**config.mk**
```make
export PLATFORM = sky130hd
export DESIGN_NAME = tagged_frame_receiver_xor_check
export DESIGN_NICKNAME = d
export VERILOG_FILES = /design/src/tfr_pkg.sv /design/src/tfr_shadow.sv /design/src/tagged_frame_receiver_xor_check.sv
export SDC_FILE = /design/constraint.sdc
export NUM_CORES = 1
export LEC_CHECK = 0
export BUFFER_PORTS_ARGS = -buffer_cell sky130_fd_sc_hd__buf_2
export CAP_MARGIN = 20
export CORE_MARGIN = 2
export CORE_UTILIZATION = 40
export CTS_CLUSTER_DIAMETER = 120
export DETAILED_ROUTE_END_ITERATION = 8
export HOLD_SLACK_MARGIN = 0.02
export PLACE_DENSITY = 0.57
export RECOVER_POWER = 50
export SYNTH_ARGS = -nofsm -noshare
export SYNTH_HDL_FRONTEND = slang
export SYNTH_HIERARCHICAL = 1
export SYNTH_SLANG_ARGS = --single-unit
```
**constraint.sdc**
```tcl
create_clock -name clk_i -period 4.5 [get_ports clk_i]
set_clock_uncertainty 0.15 [all_clocks]
set_input_delay 0.225 -clock clk_i [delete_from_list [all_inputs] [get_ports clk_i]]
set_output_delay 0.225 -clock clk_i [all_outputs]
set_load 0.01 [all_outputs]
```
**src/tfr_pkg.sv**
```systemverilog
package tfr_pkg;

  localparam int unsigned MAX_FRAME_BYTES = 100;
  localparam int unsigned NUM_VALS        = 5;
  localparam int unsigned OUT_DATA_W      = 192;

  localparam logic [7:0] CH_START = 8'h24;  // '$'
  localparam logic [7:0] CH_END   = 8'h2A;  // '*'
  localparam logic [7:0] CH_SEP   = 8'h3B;  // ';'
  localparam logic [7:0] CH_CR    = 8'h0D;
  localparam logic [7:0] CH_LF    = 8'h0A;

  localparam logic [31:0] TAG_ID = "OBC4";

  typedef logic [NUM_VALS-1:0][31:0] tfr_vals_t;

  // index 0 is TCOB, up to DATA at the top
  localparam tfr_vals_t VALUE_TAGS = {"DATA", "STEB", "STOB", "TCEB", "TCOB"};

  typedef enum logic [1:0] {
    PH_WAIT = 2'd0,
    PH_BODY = 2'd1,
    PH_CKS  = 2'd2,
    PH_DONE = 2'd3
  } tfr_phase_e;

  typedef enum logic [1:0] {
    ST_OK       = 2'd0,
    ST_MISMATCH = 2'd1,
    ST_MISSING  = 2'd2
  } tfr_status_e;

  typedef struct packed {
    logic clear;
    logic finish;
    logic take;
  } tfr_tok_ctrl_t;

endpackage

```
**src/tfr_shadow.sv**
```systemverilog
module tfr_shadow
  import tfr_pkg::*;
(
  input  logic          clk_i,
  input  logic          rst_ni,
  input  logic [7:0]    byte_i,
  input  tfr_tok_ctrl_t ctrl_i,
  output tfr_vals_t     vals_o,
  output logic [5:0]    mask_o
);

  logic [3:0]      pos_q, pos_d;
  logic [3:0][7:0] tag_q, tag_d;
  logic [3:0][7:0] val_q, val_d;
  tfr_vals_t       vals_q, vals_d;
  logic [5:0]      mask_q, mask_d;

  always_comb begin
    pos_d  = pos_q;
    tag_d  = tag_q;
    val_d  = val_q;
    vals_d = vals_q;
    mask_d = mask_q;
    if (ctrl_i.clear) begin
      pos_d  = '0;
      tag_d  = '0;
      val_d  = '0;
      vals_d = '0;
      mask_d = '0;
    end else if (ctrl_i.finish) begin
      // a tag shorter than four chars matches nothing
      if (pos_q >= 4'd4) begin
        if (tag_q == TAG_ID) begin
          mask_d[0] = 1'b1;
        end else begin
          for (int k = 0; k < NUM_VALS; k++) begin
            if (tag_q == VALUE_TAGS[k]) begin
              vals_d[k]     = val_q;
              mask_d[k + 1] = 1'b1;
            end
          end
        end
      end
      pos_d = '0;
      tag_d = '0;
      val_d = '0;
    end else if (ctrl_i.take) begin
      if (pos_q < 4'd4) begin
        tag_d[2'(4'd3 - pos_q)] = byte_i;
      end else if (pos_q >= 4'd5 && pos_q <= 4'd8) begin
        val_d[2'(4'd8 - pos_q)] = byte_i;
      end
      // saturate past the value field
      if (pos_q < 4'd9) begin
        pos_d = pos_q + 4'd1;
      end
    end
  end

  always_ff @(posedge clk_i or negedge rst_ni) begin
    if (!rst_ni) begin
      pos_q  <= '0;
      tag_q  <= '0;
      val_q  <= '0;
      vals_q <= '0;
      mask_q <= '0;
    end else begin
      pos_q  <= pos_d;
      tag_q  <= tag_d;
      val_q  <= val_d;
      vals_q <= vals_d;
      mask_q <= mask_d;
    end
  end

  assign vals_o = vals_q;
  assign mask_o = mask_q;

endmodule

```
**src/tagged_frame_receiver_xor_check.sv**
```systemverilog
// Tagged frame receiver with XOR checksum.
// Slave stream: one received serial byte per word on s_axis_tdata.
// Master stream: one status word per frame end; a frame ends on CR LF or
// once MAX_FRAME_BYTES bytes have been taken. Bytes between '$' and '*' are
// XORed and compared with the byte after '*'; tagged tokens fill shadow
// registers that are committed to the latched text fields only on a match.
// Timing: a status word appears on the master side the cycle after the byte
// that ends its frame. Sustained rate is one byte per cycle while no status
// word stalls, set by the single state update per accepted byte.
// Stall: the result register holds one status word; while it waits and
// m_axis_tready is low, s_axis_tready drops and no byte is taken. Bytes
// that end no frame are still taken while a status word waits only when
// the master side is ready, so one stalled word stops the input.
// Reset: all frame, shadow and committed state clears, the output is empty
// and the receiver waits for '$'.
module tagged_frame_receiver_xor_check
  import tfr_pkg::*;
(
  input  logic                  clk_i,
  input  logic                  rst_ni,
  input  logic                  s_axis_tvalid,
  output logic                  s_axis_tready,
  input  logic [7:0]            s_axis_tdata,  // [7:0] rx_byte
  output logic                  m_axis_tvalid,
  input  logic                  m_axis_tready,
  // [1:0] frame_status, [9:2] computed_xor, [17:10] received_checksum,
  // [23:18] updated_mask, [24] device_id_seen, [56:25] tcob_text,
  // [88:57] tceb_text, [120:89] stob_text, [152:121] steb_text,
  // [184:153] data_text, [191:185] zero
  output logic [OUT_DATA_W-1:0] m_axis_tdata
);

  logic          fire;
  logic [7:0]    rx_byte;
  tfr_phase_e    phase_q, phase_nx, phase_d;
  logic [6:0]    count_q, count_inc;
  logic          cr_q;
  logic          ends;
  logic [7:0]    xor_q, xor_nx;
  logic [7:0]    cks_q, cks_nx;
  tfr_tok_ctrl_t tok;
  tfr_vals_t     shadow_vals;
  logic [5:0]    shadow_mask;
  tfr_status_e   status;
  logic [5:0]    commit_mask;

  tfr_vals_t     committed_q;
  logic          id_seen_q;
  logic          out_valid_q;
  tfr_status_e   out_status_q;
  logic [7:0]    out_xor_q;
  logic [7:0]    out_cks_q;
  logic [5:0]    out_mask_q;

  assign rx_byte       = s_axis_tdata;
  assign s_axis_tready = !out_valid_q || m_axis_tready;
  assign fire          = s_axis_tvalid && s_axis_tready;

  assign count_inc = count_q + 7'd1;
  assign ends = (rx_byte == CH_LF && cr_q) || (count_inc >= 7'(MAX_FRAME_BYTES));

  // next phase
  always_comb begin
    phase_nx = phase_q;
    unique case (phase_q)
      PH_WAIT: if (rx_byte == CH_START) phase_nx = PH_BODY;
      PH_BODY: if (rx_byte == CH_END) phase_nx = PH_CKS;
      PH_CKS:  phase_nx = PH_DONE;
      PH_DONE: phase_nx = PH_DONE;
      default: phase_nx = PH_WAIT;
    endcase
    phase_d = ends ? PH_WAIT : phase_nx;
  end

  // per-phase datapath controls
  always_comb begin
    xor_nx     = xor_q;
    cks_nx     = cks_q;
    tok.take   = 1'b0;
    tok.finish = 1'b0;
    tok.clear  = fire && ends;
    unique case (phase_q)
      PH_BODY: begin
        if (rx_byte == CH_END) begin
          tok.finish = fire;
        end else begin
          xor_nx = xor_q ^ rx_byte;
          if (rx_byte == CH_SEP) tok.finish = fire;
          else tok.take = fire;
        end
      end
      PH_CKS:  cks_nx = rx_byte;
      default: ;
    endcase
  end

  tfr_shadow u_shadow (
    .clk_i  (clk_i),
    .rst_ni (rst_ni),
    .byte_i (rx_byte),
    .ctrl_i (tok),
    .vals_o (shadow_vals),
    .mask_o (shadow_mask)
  );

  always_comb begin
    commit_mask = '0;
    priority if (phase_nx != PH_DONE) begin
      status = ST_MISSING;
    end else if (cks_nx != xor_nx) begin
      status = ST_MISMATCH;
    end else begin
      status      = ST_OK;
      commit_mask = shadow_mask;
    end
  end

  always_ff @(posedge clk_i or negedge rst_ni) begin
    if (!rst_ni) begin
      phase_q <= PH_WAIT;
      count_q <= '0;
      cr_q    <= 1'b0;
      xor_q   <= '0;
      cks_q   <= '0;
    end else if (fire) begin
      phase_q <= phase_d;
      cr_q    <= ends ? 1'b0 : (rx_byte == CH_CR);
      count_q <= ends ? 7'd0 : count_inc;
      xor_q   <= ends ? 8'd0 : xor_nx;
      cks_q   <= ends ? 8'd0 : cks_nx;
    end
  end

  // commit the shadow values on a good frame end
  always_ff @(posedge clk_i or negedge rst_ni) begin
    if (!rst_ni) begin
      committed_q <= '0;
      id_seen_q   <= 1'b0;
    end else if (fire && ends) begin
      if (commit_mask[0]) id_seen_q <= 1'b1;
      for (int k = 0; k < NUM_VALS; k++) begin
        if (commit_mask[k + 1]) committed_q[k] <= shadow_vals[k];
      end
    end
  end

  always_ff @(posedge clk_i or negedge rst_ni) begin
    if (!rst_ni) begin
      out_valid_q <= 1'b0;
    end else if (fire && ends) begin
      out_valid_q <= 1'b1;
    end else if (m_axis_tready) begin
      out_valid_q <= 1'b0;
    end
  end

  always_ff @(posedge clk_i) begin
    if (fire && ends) begin
      out_status_q <= status;
      out_xor_q    <= xor_nx;
      out_cks_q    <= cks_nx;
      out_mask_q   <= commit_mask;
    end
  end

  // committed values change only when a new word loads, so drive them directly
  assign m_axis_tvalid = out_valid_q;
  assign m_axis_tdata  = {7'd0, committed_q, id_seen_q, out_mask_q, out_cks_q,
                          out_xor_q, out_status_q};

endmodule

```
After elaboration in Yosys (flattened, before gate mapping)
Cells that the tools add are included.

Bits of input ports: 12. Word-level logic and storage cells: 167. Output and inout port bits: 194. Register bits after elaboration: 446.

Reduce and logical (&&, ||, !) cells: 39. Order comparisons: 10. Bitwise gates (word level): 1. Multiplexer cells: 59. Equality and inequality tests: 18. Add/sub/neg operators: 4.

Operator list (number): 160-bit two-way mux (4); 32-bit two-way mux (14); 32-bit by 31-bit equality test with 1-bit output (second input constant) (6); 32-bit bitwise mux (2); 8-bit two-way mux (7); 8-bit demux with 2-bit select (2); 6-bit two-way mux (5); 8-bit by 6-bit equality test with 1-bit output (second input constant) (3); 4-bit AND reduction (5); 2-bit nonzero test (9); 8-bit by 4-bit equality test with 1-bit output (second input constant) (2); 4-bit two-way mux (4); 2-bit AND reduction (8); 1-bit two-way mux (14); 3-bit nonzero test (4); 4-bit by 3-bit greater-or-equal comparator with 1-bit output (second input constant) (2); 2-bit two-way mux (4); 8-bit inequality test (1); 8-bit XOR (1); 7-bit by 1-bit adder with 7-bit output (second input constant) (1); 7-bit greater-or-equal comparator (second input constant) (1); 7-bit two-way mux (1); 1-bit logical AND (6); 2-bit by 3-bit < comparator with 1-bit output (second input constant) (2); other kinds (18) (23).

Longest topological paths before layout
Gate-level depths: netlist of run 1.

Word-level depth: 11. Mapped depth: 13. Gate-level depth less buffers: 11.

By module
The synthesis of run 1 kept the hierarchy.

By module, submodules not included: tfr_shadow (area each 10203.5 um^2, instances 1, cells an instance 940, sequential area each 5855.6 um^2); tagged_frame_receiver_xor_check (area each 8872.3 um^2, instances 1, cells an instance 622, sequential area each 5425.2 um^2).

Worst setup path before layout of run 1
No wires, ideal clock.

Path type: register -> register. Start: register count_q[0]. End: register u_shadow.vals_q (netlist bit u_shadow/vals_o[130]). Setup slack: 0.741 ns. Data required time: 4.219 ns. Stages on the path, launching flop included: 13. Arrival: 3.478 ns. Library setup time: 0.131 ns. Path buffers: 2. Clock period less this slack: 3.759 ns. Path through: dfrtp_1 -> ha_1 -> o41ai_1 -> o311ai_0 -> o21ai_0 -> clkbuf_1 -> nand2_1 -> inv_1 -> inv_2 -> a21oi_2 -> nand4_2 -> buf_2 -> mux2i_1.

RTL lines: from (decl) (RTL line tagged_frame_receiver_xor_check.sv:36) `logic [6:0] count_q, count_inc;`; from (signal assigned) (RTL line tagged_frame_receiver_xor_check.sv:128) `count_q <= ends ? 7'd0 : count_inc;`; to (signal assigned) (RTL line tfr_shadow.sv:71) `vals_q <= vals_d;`; to (decl) (RTL line tfr_shadow.sv:15) `tfr_vals_t vals_q, vals_d;`.

Worst setup path after layout of run 1
Start: register phase_q[1]. End: register committed_q (netlist bit m_axis_tdata[127]).

Longest elaborated chain between the ends: 6. Elaborated cells between the ends (all ways): 15. Classes of those cells: eq/ne (5); mux (7); reduce/logical (3).

RTL lines: from (decl) (RTL line tagged_frame_receiver_xor_check.sv:35) `tfr_phase_e phase_q, phase_nx, phase_d;`; from (signal assigned) (RTL line tagged_frame_receiver_xor_check.sv:126) `phase_q <= phase_d;`; 2-bit equality test (tied with other cells) (RTL line tagged_frame_receiver_xor_check.sv:65, tagged_frame_receiver_xor_check.sv:82); 8-bit two-way mux / 2-bit OR reduction (equally long branches); 8-bit inequality test / 2-bit one-hot mux with 3 select lines (equally long branches) (RTL line tagged_frame_receiver_xor_check.sv:110, tagged_frame_receiver_xor_check.sv:65); 6-bit two-way mux / 2-bit inequality test (equally long branches) (RTL line tagged_frame_receiver_xor_check.sv:110, tagged_frame_receiver_xor_check.sv:108); 6-bit two-way mux * (RTL line tagged_frame_receiver_xor_check.sv:108) `priority if (phase_nx != PH_DONE) begin`; 2-bit AND reduction (no line) *; to (signal, indexed assignment) (RTL line tagged_frame_receiver_xor_check.sv:142) `if (commit_mask[k + 1]) committed_q[k] <= shadow_vals[k];`; to (decl) (RTL line tagged_frame_receiver_xor_check.sv:47) `tfr_vals_t committed_q;`.

Mark *: on every way between the ends. The rest lies on a longest branch, timed or not. A chain may end at the register's enable or synchronous reset.

==> run_results.csv, run 1 <==
group,metric,value,unit
status,outcome,"finished with violations",
sta,fin_crit_sh,0.812,
route,drt-initial-drc-count,1123,
yosys,yosys.area.top_type_share,0.554,
worst_setup_path,r2r-start,"phase_q[1]",
placement,dp.cells,2296,
power_and_ir_drop,switchingPower,3190,uW
power_and_ir_drop,p_leak,0.0108,uW
die,ioPinCount,206,
yosys,synth_edf_count,24,
yosys,synth_top_area_cell,"dfrtp_1",
worst_setup_path,startpoint,"phase_q[1]",
yosys,yosys_warnings,6,
min_path,hp-class,"input pin to register",
sta,setup_violations,0,
yosys,yosys-top-cells-count,"422 x dfrtp_1, 316 x nand2_1, 162 x mux2i_1",
status,violations,"max-capacitance violations, max-slew violations",
yosys,netlist_instances,1562,
worst_setup_path,critPathArrivalTime,3.97,ns
die,initial_core_util,0.402,
global_routing,grt_max_degree,150,
worst_setup_path,crit_buf_inv,2,
route,route.vias.total,12600,
yosys,syn_avg_cell_area,12.2,um2
power_and_ir_drop,ir_drop,0.279,mV
yosys,synthSimpleGateAreaFrac,0.117,
global_routing,grt_pass1_vias,12800,
sta,relSlewSlack,-0.829,
sta,maxSlewViolCount,102,
worst_setup_path,cp.required,4.82,ns
power_and_ir_drop,sequentialPowerShare,0.449,
global_routing,grt_first_pass_wirelength,76.5,mm
yosys,synth.distinct_cells,68,
worst_setup_path,cpPeakStageDelay,0.72,ns
cts,cts_tree,"yes",
sta,fmax,274,MHz
route,via_per_inst,5.28,
power_and_ir_drop,power_density,480,nW/um2
placement,port_buffers,198,
die,die_y,222,um
global_routing,antenna_found_initial,0,
sta,hold_violations,0,
power_and_ir_drop,comb_power_share,0.176,
route,drt_wl_total,48.6,mm
worst_setup_path,cp_top_family,"buffers and inverters",
global_routing,grt_overflow,0,
layout,finalNonFillerCells,2394,
die,chipWidth,222,um
yosys,async_flop_share,0.946,
cts,cts-root-buf,"clkbuf_16",
layout,final_nets,1760,
route,wl_per_cell,20.3,um
cts,clk_path_buf_depth,3,
sta,rsz0062_at_grt,"false",
worst_setup_path,worst_setup_path_start_kind,"register",
cts,numCtsBuffers,49,
worst_setup_path,critPathMaxFanout,32,
power_and_ir_drop,p_int,7400,uW
cts,clk_pin_slew,0.06,ns
cts,insertion_delay,0.59,ns
sta,setup_tns,0,ns
yosys,yosysMostFrequentCell,"dfrtp_1",
global_routing,track_usage,0.197,
yosys,yosysSeqAreaShare,0.591,
die,row_count,80,
yosys,dominantRegCellSynth,"dfrtp_1",
worst_setup_path,path_cells,"inv_1 > o21ai_0 > a21oi_1 > xnor2_1 > nand4_1 > nor3_4 > buf_4 > mux2_2",
yosys,synthAdderAreaFrac,0.00394,
layout,drive_gt1_frac,0.171,
placement,hpwl,30.7,mm
route,ant_nets,0,
route,drt_drc_violations_left,0,
cts,cts_resized,0,
flow_run,maxCapViolCount,1,
cts,cts-htree-levels,2,
worst_setup_path,path_depth,8,
power_and_ir_drop,switching_share,0.301,
worst_setup_path,cp-endpoint,"m_axis_tdata[127]",
yosys,synth_area,19100,um2
yosys,ys_ff_latch,446,
placement,gp_congestion,0.812,
yosys,synth_compound_area_frac,0.0518,
yosys,synth_xor_area_frac,0.00899,
cts,holdBufCountCts,10,
worst_setup_path,cp_slowest_cell,"dfrtp_1",
sta,worst_slew_pin_slew,2.74,ns
layout,final_area,22000,um2
power_and_ir_drop,pwr-share-clk,0.375,
cts,postCtsSetupBuffers,0,
worst_setup_path,reg2regPathDepth,8,
placement,dpl_cell_area,20600,um2
die,core_area,47400,um2
worst_setup_path,end_kind,"register",
sta,period_needed,3.65,ns
yosys,synth_top_family_by_area,"multiplexers",
route,firstDrtPassIters,5,
die,dieArea,49500,um2
cts,clock-sinks,446,
worst_setup_path,crit_type,"register to register",
layout,synthToLayoutAreaGrowth,15.5,%
yosys,synthMuxAreaShare,0.188,
worst_setup_path,rrSetupSlack,0.85,ns
worst_setup_path,r2r-end,"m_axis_tdata[127]",
yosys,synth_area_leaders,"dfrtp_1 55%, mux2_2 9.2%, mux2i_1 8.5%",
-- routing by layer --
layer	up-vias	global-route usage	share of wire	routed length, um
li1	5792	-	-	-
met1	6470	0.282	0.47	22700
met2	305	0.313	0.47	22700
met3	67	0.0312	0.042	2050
met4	0	0.0537	0.022	1060
met5	-	0	0	0
-- layout by cell type, fill, tap and decap left out, types with 4 or more instances in the layout --
| cell | n |
|---|---|
| dfrtp_1 | 422 |
| nand2_1 | 316 |
| clkbuf_1 | 194 |
| mux2i_1 | 162 |
| mux2_2 | 156 |
| a21oi_1 | 77 |
| clkbuf_16 | 49 |
| o31ai_1 | 38 |
| nand4_1 | 35 |
| o21ai_0 | 25 |
| edfxtp_1 | 24 |
| buf_4 | 21 |
| mux2_1 | 16 |
| inv_1 | 15 |
| xnor2_1 | 15 |
| nor2_1 | 15 |
| clkinv_2 | 13 |
| and2_1 | 12 |
| nand3_1 | 10 |
| dlygate4sd3_1 | 10 |
| buf_2 | 10 |
| nand3b_1 | 9 |
| buf_12 | 8 |
| conb_1 | 7 |
| clkbuf_8 | 7 |
| nor3_4 | 6 |
| ha_1 | 6 |
| o22ai_1 | 5 |
| a31oi_1 | 5 |
| nor2b_1 | 5 |
| nand4_4 | 5 |
| nor4bb_1 | 4 |
| and3_1 | 4 |
| bufinv_16 | 4 |
-- how the worst min path moves through the flow --
stage | start | to | cells after the start | slack (ns)
after floorplan | rst_ni | cks_q[0] | 0 | -0.22
after global placement | rst_ni | m_axis_tdata[66] | 1 | 0.20
after detailed placement | rst_ni | m_axis_tdata[66] | 1 | 0.20
after CTS | s_axis_tvalid | xor_q[7] | 5 | 0.10
after global routing | s_axis_tvalid | xor_q[5] | 5 | 0.16
final | s_axis_tvalid | xor_q[7] | 5 | 0.13
-- metrics by stage --
stage	utilization	total power [uW]	hold slack, ns	setup WS (ns)
after global placement	0.433	6580	0.196	1.00
after detailed placement	0.434	6690	0.202	0.867
after floorplan	-	6010	-0.221	0.741
after CTS	0.470	10700	0.105	0.867
final	0.464	10600	0.132	0.846
after global routing	0.464	11100	0.155	0.494
-- registers in the layout (all words and copies together) (netlist names) --
| register | count |
|---|---|
| out_xor_q | 8 |
| id_seen_q | 1 |
| count_q | 7 |
| out_status_q | 2 |
| u_shadow/mask_o | 6 |
| u_shadow/tag_q | 32 |
| out_mask_q | 6 |
| u_shadow/val_q | 32 |
| cks_q | 8 |
| m_axis_tdata | 160 |
| xor_q | 8 |
| out_cks_q | 8 |
| u_shadow/vals_o | 160 |
| u_shadow/pos_q | 4 |
| m_axis_tvalid | 1 |
| cr_q | 1 |
| phase_q | 2 |
-- worst min-delay path, cell delays in order --
cell	delay [ns]
buf_2	0.10
and2_1	0.13
buf_4	0.23
nand2_1	0.08
o21ai_0	0.06
-- logic make-up after synthesis --
kind of cell	Yosys count
multiplexers	335
adder cells (fa/ha/maj)	6
buffers and inverters	135
other	1
AND/OR/NAND/NOR	454
flip-flops	446
XOR/XNOR	18
AO/OA/AOI/OAI	167
-- cell type report --
type	instances	area (um2)
Fill cell	4445	25400
Sequential cell	446	11300
Multi-Input combinational cell	987	7090
Clock buffer	63	1350
Timing Repair Buffer	239	1220
Tap cell	615	769
Clock inverter	24	249
Inverter	19	76.3
Antenna cell	1	2.50
-- power by group through the flow --
stage	clock, uW	sequential (uW)	combinational (uW)
6_report	3970	4750	1860
5_1_grt	4250	4810	2070
3_5_place_dp	0	4820	1870
2_1_floorplan	0	4690	1320
4_1_cts	4080	4750	1880
3_3_place_gp	0	4800	1780
No activity file was read; power rests on OpenSTA's default activity.
==> run 2, diff against run 1 <==
PLACE_DENSITY = 0.59   (was 0.57)
clock period = 3.2 ns   (was 4.5 ns; I/O delays follow)
==> run 2 against run 1 <==
Utilization grew 1.7 points. Critical endpoint is now cr_q. The flow still finishes with violations (max-capacitance violations, max-slew violations). Largest power group unchanged. First-iteration DRC count fell by 19%. Critical path depth stayed put. Critical path type is now input pin to register. Routed wire length is 0.65% higher. Global-route usage is 0.14 points lower.
==> run_results.csv, run 2 (synthesis gave the netlist of run 1 again) <==
group,metric,value,unit
status,outcome,"finished with violations",
route,route.vias.total,12900,
global_routing,track_usage,0.196,
min_path,hold_start,"cks_q[1]",
die,dieArea,49500,um2
global_routing,met2_usage,0.315,
sta,worst_slew_pin_slew,2.46,ns
worst_setup_path,crit_type,"input pin to register",
placement,hpwl,31.4,mm
route,drt-initial-drc-count,911,
die,row_count,80,
die,chipWidth,222,um
die,ioPinCount,206,
placement,dpl_cell_area,21200,um2
route,via_per_inst,5.25,
cts,clk_pin_slew,0.06,ns
layout,drive_gt1_frac,0.226,
cts,cts_tree,"yes",
layout,mostFrequentLayoutCells,"421 x dfrtp_1, 316 x nand2_1, 162 x mux2i_1",
sta,relSlewSlack,-0.641,
global_routing,grt_max_degree,115,
power_and_ir_drop,ir_drop,0.388,mV
flow_run,maxCapViolCount,1,
route,ant_nets,0,
global_routing,top_usage_layer,"met2",
cts,insertion_delay,0.58,ns
sta,rsz0062_at_grt,"false",
layout,layout_commonest_cell,"dfrtp_1",
worst_setup_path,worst_setup_path_start_kind,"input pin",
route,drt_wl_total,48.9,mm
global_routing,antenna_found_initial,0,
placement,port_buffers,198,
sta,setup_violations,0,
sta,hold_violations,0,
sta,fin_crit_sh,0.963,
layout,post-route-util,0.482,
global_routing,use_met1,0.273,
global_routing,grt_pass1_vias,13000,
worst_setup_path,cp.required,3.56,ns
power_and_ir_drop,power_density,679,nW/um2
layout,num_antenna_cells,0,
min_path,hp-class,"register to register",
cts,numCtsBuffers,49,
sta,maxSlewViolCount,92,
route,wl_per_cell,19.8,um
layout,final_nets,1826,
worst_setup_path,critPathArrivalTime,3.45,ns
status,violations,"max-capacitance violations, max-slew violations",
power_and_ir_drop,power.total,15500,uW
route,firstDrtPassIters,5,
worst_setup_path,end_kind,"register",
die,initial_core_util,0.402,
global_routing,grt_first_pass_wirelength,76.0,mm
power_and_ir_drop,p_leak,0.0113,uW
die,core_area,47400,um2
sta,fmax,325,MHz
cts,cts-htree-levels,2,
cts,clk_path_buf_depth,3,
worst_setup_path,startpoint,"s_axis_tdata[5]",
worst_setup_path,r2r-start,"count_q[0]",
layout,final_area,22900,um2
global_routing,grt_overflow,0,
die,die_y,222,um
route,drt_drc_violations_left,0,
cts,cts-root-buf,"clkbuf_16",
sta,period_needed,3.08,ns
cts,clock-sinks,446,
placement,gp_congestion,0.795,
layout,synthToLayoutAreaGrowth,19.9,%
global_routing,grt_use_met3,0.0366,
worst_setup_path,critPathMaxFanout,6,
## run 2: changes by cell type in the layout (fill, tap and decap cells not counted), sizes merged, moves of 4 or more
cell         delta
buf            +99
dlygate4sd3     +4
clkinv          -6
clkbuf         -28
## run 2: critical path, stage by stage
cell and delay [ns]:
dlygate4sd3_1 0.53, buf_2 0.18, nor4b_1 0.57, dlygate4sd3_1 0.65, nand2_1 0.05, dlygate4sd3_1 0.55, o31ai_1 0.17, dlygate4sd3_1 0.58
## run 2: worst paths after layout
check	end	cells after the start	slack (ns)
min in group asynchronous	u_shadow/vals_o[41]	2	0.68
min	cks_q[1]	2	0.33
max reg2reg	m_axis_tdata[177]	9	0.14
max	cr_q	8	0.12
max in group asynchronous	m_axis_tdata[78]	3	0.45
min reg2reg	cks_q[1]	2	0.33
## run 2: per-layer routing
| metal | share of wire | up-vias | wire length [um] |
|---|---|---|---|
| met5 | 0 | - | 0 |
| met2 | 0.48 | 339 | 23500 |
| met1 | 0.45 | 6582 | 21900 |
| li1 | - | 5926 | - |
| met3 | 0.049 | 80 | 2420 |
| met4 | 0.023 | 0 | 1110 |
## run 2: stage by stage
| stage | hold WS, ns | worst slack [ns] | cells | TNS, ns |
|---|---|---|---|---|
| after floorplan | -0.286 | -0.0210 | 1568 | -2.15 |
| after global placement | 0.0949 | 0.141 | 2356 | 0 |
| after detailed placement | 0.0998 | 0.0363 | 2357 | 0 |
| after CTS | 0.0654 | 0.0262 | 2462 | 0 |
| after global routing | 0.354 | 0.00215 | 2463 | 0 |
| final | 0.325 | 0.119 | 2463 | 0 |
## run 2: cell type report
type / instances / area, um2
clock inverters: 19 / 233
inverters: 19 / 80.1
clock buffers: 72 / 1510
repair buffers: 305 / 1890
flip-flops and latches: 446 / 11300
fillers: 4312 / 24600
well taps: 615 / 769
multi-input cells: 987 / 7110
## run 2: what timing repair did
action	in CTS	in global routing
buffers inserted	0	0
gates resized for setup	0	5
hold buffers	14	0
hold endpoints to repair	208	0
endpoints found under the setup margin	0	189
## run 2: power breakdown
| group | switching, uW | internal (uW) | total, uW |
|---|---|---|---|
| combinational | 1780 | 1110 | 2900 |
| clock | 2310 | 3660 | 5970 |
| sequential | 440 | 6220 | 6660 |
